===== config.mk =====
export PLATFORM = sky130hd
export DESIGN_NAME = kwef_mul
export DESIGN_NICKNAME = d
export VERILOG_FILES = /design/src/rtl/core/kwef_pkg.sv /design/src/rtl/core/kwef_mul.sv
export SDC_FILE = /design/constraint.sdc
export NUM_CORES = 2
export LEC_CHECK = 0
export BUFFER_PORTS_ARGS = -buffer_cell sky130_fd_sc_hd__buf_2
export CORE_ASPECT_RATIO = 1.5
export CORE_UTILIZATION = 30
export DETAILED_ROUTE_END_ITERATION = 10
export SKIP_CTS_REPAIR_TIMING = 1
export SLEW_MARGIN = 15
export SYNTH_ARGS = -nofsm -noshare
export SYNTH_HDL_FRONTEND = slang
export SYNTH_SLANG_ARGS = --single-unit

===== constraint.sdc =====
create_clock -name i_clk -period 14.9 [get_ports i_clk]
set_input_delay 1.49 -clock i_clk [delete_from_list [all_inputs] [get_ports i_clk]]
set_output_delay 1.49 -clock i_clk [all_outputs]
set_load 0.01 [all_outputs]

===== src/rtl/core/kwef_pkg.sv =====
package kwef_pkg;

    // Channel and number formats
    localparam int MAX_CHANNELS = 5;
    localparam int SAMPLE_BITS  = 24;
    localparam int COEF_BITS    = 32;
    localparam int COEF_FRAC    = 28;
    localparam int ENERGY_FRAC  = 46;
    localparam int ENERGY_BITS  = 63;
    localparam int WEIGHT_FRAC  = 16;
    localparam int WEIGHT_BITS  = 17;
    localparam int CFG_IDX_W    = 3;
    localparam int CNT_W        = $clog2(MAX_CHANNELS + 1);
    localparam int IDX_W        = (MAX_CHANNELS > 1) ? $clog2(MAX_CHANNELS) : 1;

    // Shared multiplier: signed operands one bit wider than the widest input
    localparam int MUL_W  = ((COEF_BITS > SAMPLE_BITS) ? COEF_BITS : SAMPLE_BITS) + 1;
    localparam int PROD_W = 2 * MUL_W;

    // Filter accumulator and the linear part of the high-pass numerator
    localparam int ACC_W   = COEF_BITS + 8;
    localparam int LIN_W   = COEF_BITS + 3;
    localparam int SHIFT_X = SAMPLE_BITS - 1;
    localparam int SHIFT_C = COEF_FRAC;

    // Squared output split into two parts for the weight multiply
    localparam int SQ_SHIFT = 2 * COEF_FRAC - ENERGY_FRAC;
    localparam int LO_BITS  = 26;
    localparam int HI_LSB   = SQ_SHIFT + LO_BITS;
    localparam int HI_BITS  = 2 * COEF_BITS - 1 - HI_LSB;
    localparam int HI_SHIFT = LO_BITS - WEIGHT_FRAC;

    localparam logic [WEIGHT_BITS-1:0] WEIGHT_UNIT     = WEIGHT_BITS'(65536);
    localparam logic [WEIGHT_BITS-1:0] WEIGHT_SURROUND = WEIGHT_BITS'(92406);

    // Per-channel weight in Q.16: surround channels get 1.41
    function automatic logic [WEIGHT_BITS-1:0] chan_weight(input logic [IDX_W-1:0] idx);
        logic [WEIGHT_BITS-1:0] w;
        if ((idx == IDX_W'(3)) || (idx == IDX_W'(4))) begin
            w = WEIGHT_SURROUND;
        end else begin
            w = WEIGHT_UNIT;
        end
        return w;
    endfunction

endpackage


===== src/rtl/core/kwef_mul.sv =====
module kwef_mul (
    input  logic                                i_clk,
    input  logic signed [kwef_pkg::MUL_W-1:0]   i_a,
    input  logic signed [kwef_pkg::MUL_W-1:0]   i_b,
    output logic signed [kwef_pkg::PROD_W-1:0]  o_prod
);
    import kwef_pkg::*;

    logic signed [PROD_W-1:0] r_prod;

    // Register the product of the selected operands
    always_ff @(posedge i_clk) begin
        r_prod <= PROD_W'(i_a) * PROD_W'(i_b);
    end

    assign o_prod = r_prod;

endmodule


Word level (Yosys, flattened, before mapping)
Index checks and enable logic that the tools add are counted.
{"block": "totals", "word_cells": 2, "register_bits": 66}
{"block": "classes", "mul": 1}
{"cell": "multiplier 33 x 33 -> 66 bit", "count": 1}

Longest topological paths before layout
{"block": "logic_depth", "ltp_word": 1, "ltp_mapped": 27, "mapped_depth_nobuf": 26}

Least setup slack after synthesis
No wires, ideal clock.
{"block": "synth_timing", "path_type": "input -> register", "from": "input port i_a[32] in the netlist's numbering", "to": "register r_prod[62], in the netlist o_prod[62]", "cell_stages": 23, "setup_ps": 79, "arrival_time_ps": 8647, "required_ps": 14821, "n_path_buf": 2, "path_slack_ps": 6174, "path_cell_list": "clkbuf_1 -> nand2_1 -> inv_1 -> fa_1 -> fa_1 -> fa_1 -> fa_1 -> fa_1 -> fa_1 -> fa_1 -> inv_1 -> fa_1 -> inv_1 -> ha_1 -> clkbuf_1 -> and3_1 -> nand3_1 -> nand2b_1 -> a2111oi_4 -> a211oi_4 -> a21o_2 -> a21o_1 -> a211oi_2"}
{"block": "synth_between", "elab_chain_len": 1}
{"element": "start, declared", "line_no": "kwef_mul.sv:3", "rtl": "input logic signed [kwef_pkg::MUL_W-1:0] i_a,"}
{"element": "multiplier 33 x 33 -> 66 bit", "line_no": "kwef_mul.sv:13", "rtl": "r_prod <= PROD_W'(i_a) * PROD_W'(i_b);"}
{"element": "end signal, assigned", "line_no": "kwef_mul.sv:13"}
{"element": "end, declared", "line_no": "kwef_mul.sv:9", "rtl": "logic signed [PROD_W-1:0] r_prod;"}
Every way passes these cells.

Worst setup path in the final report
{"block": "layout_timing", "from": "input port i_b[9] in the netlist's numbering", "to": "register r_prod[64], in the netlist o_prod[64]"}
{"block": "layout_between", "elab_chain_len": 1}
{"element": "start, declared", "line_no": "kwef_mul.sv:4", "rtl": "input logic signed [kwef_pkg::MUL_W-1:0] i_b,"}
{"element": "multiplier 33 x 33 -> 66 bit", "line_no": "kwef_mul.sv:13"}
Every way passes these cells.

==> metrics <==
register bit total from synthesis 66; Hold Slack 1690 ps; fmax 0.108 GHz; Via density 4.81; core area 135,000 sq um; fin crit share 62.1%; total gr overflow 0; Global Route Usage Sum 18.6%; Worst Path Max Fanout 33; Min Clock Period, post-route 9250 ps; FILL cells 14,093; Endpoint, Worst Hold o_prod[0]$_DFF_P_; number of DRC markers in iteration 0 1,665; Worst Setup Start Kind primary input; Post-synth EDFFs 0; port buffer count 132; post-synth design cell area 40,700 sq um; Die ar. 137,000 sq um; syn_nets 5,767; proportion of layout cells with a drive suffix above 1 4.76%; crit end category flip-flop; first-pass GRT wire length 189 mm; initial core utilization 30.2%; Wirelength per Cell 20.4 um; min-delay src i_b[0]; Yosys cell types 80; FFs w/ async S/R, synth 0%; via count of the first global-routing pass 32,714; die height 453 um; Mapped Avg Cell Area 9.39 sq um; number of flip-flops in the largest register 66; RD Place Congestion 0.911; num ports 133; outcome complete, no violations; clk slew on worst S/H paths 70 ps; Crit Path Category primary input to flip-flop; total number of vias 29,042; final setup fails 0; Hold Path Class primary input to flip-flop; CTS tree yes; largest net degree at the start of global routing 34; HPWL Detailed 99.3 mm; TNS Setup 0 ps; Placed Instance Area 42,900 sq um; Die W 303 um; Worst EP arrival 9530 ps; main flop type after synthesis dfxtp_1; utilization after layout 32.0%; Hold Fails Final Rpt 0; fin nets 5,708; max cap viols 0; clk sinks 66; YS warnings 0; hold path depth 2; CTS Buf Count 9; H-tree Lvls 3; DRT antenna net count 0; drt pass-1 iters 7; Final Cell Area 43,200 sq um; CTS max path bufs 2; CTS root buf clkbuf_16; Max-slew headroom 34.0%; Tightest Pin Transition 990 ps; row count 165; Area Growth Syn to Fin 6.05%; drc violations 0; part of the Yosys area used for sequential elements 3.24%; RSZ-0062 raised after global routing false; final wirelength 123 mm; Slew Limit Fails 0; initial antenna violation count 23; Syn Inst Count 4,338; CP required 15,180 ps
[Yosys cell counts, types with 12 or more instances]
library cell	count	area, sq um
and2_1	562	3520
nand2_1	551	2070
inv_1	1131	4250
a21oi_1	57	285
fa_1	1145	22900
nand3_1	25	125
nor2_1	68	255
ha_1	217	2720
o21ai_0	25	125
xnor2_1	43	377
dfxtp_1	66	1320
a21o_1	36	270
nand2b_1	12	75.1
clkbuf_1	208	781
xor2_1	25	219
[worst max-delay path: stages]
cell      delay (ps)
buf_2            540
nand2_1          260
fa_1             780
fa_1             580
fa_1             570
inv_1             50
fa_1             510
fa_1             680
fa_1             470
fa_1             490
inv_1             40
fa_1             480
inv_1             40
ha_1             390
nand3_1          240
nor2_1           300
nand2_1          170
nor3_1           600
o311ai_4         290
nand3_2          190
a211oi_1          90
a311oi_1         240
[final cells by class]
cell class	count	area (sq um)	share of cell area, %
Tap cell	1753	2190	5.08
Multi-Input combinational cell	2920	34300	79.4
Timing Repair Buffer	151	803	1.86
Inverter	1131	4250	9.83
Antenna cell	4	10.0	0.0232
Sequential cell	66	1320	3.06
Clock buffer	13	270	0.626
Clock inverter	2	35.0	0.0811
[cell families after synthesis]
group / share of synthesized area [%]
adder cells (fa/ha/maj): 62.9
buffers and inverters: 12.5
AND/OR/NAND/NOR: 15.8
XOR/XNOR: 1.46
AO/OA/AOI/OAI: 4.07
flip-flops: 3.24
[placed cells by master (no fill, tap or decap), types with 19 or more instances in the layout]
master      n
a21o_1     36
a21oi_1    57
and2_1    562
buf_2     132
buf_4      19
dfxtp_1    66
fa_1     1143
ha_1      217
inv_1    1131
nand2_1   551
nand3_1    25
nor2_1     68
o21ai_0    25
xnor2_1    43
xor2_1     25
[metrics by stage]
step / worst slack (ps) / instances
3_3_place_gp: 5050 / 6021
6_report: 5650 / 6040
3_5_place_dp: 5030 / 6021
4_1_cts: 5420 / 6036
5_1_grt: 5250 / 6038
2_1_floorplan: 6170 / 4338
[per-layer routing]
layer | part of all wire [%] | global-route usage [%] | routed length (um)
met1 | 31 | 17.8 | 38300
met2 | 55 | 35.2 | 68300
met3 | 3.7 | 2.14 | 4570
met4 | 9.7 | 14.9 | 12000
met5 | 0.076 | 0 | 94
[worst max path at each step]
stage	start	to	slack, ps	depth (start not counted)
after floorplan	i_a[32]	o_prod[62]$_DFF_P_	6170	23
after global placement	i_b[6]	o_prod[59]$_DFF_P_	5050	23
after detailed placement	i_b[6]	o_prod[63]$_DFF_P_	5030	23
after CTS	i_b[6]	o_prod[63]$_DFF_P_	5420	23
after global routing	i_b[6]	o_prod[58]$_DFF_P_	5250	24
final	i_b[9]	o_prod[64]$_DFF_P_	5650	22
Power is left out: the tool's default activity adds up to more than one toggle a clock period on the data nets, which glitch-free logic cannot reach.
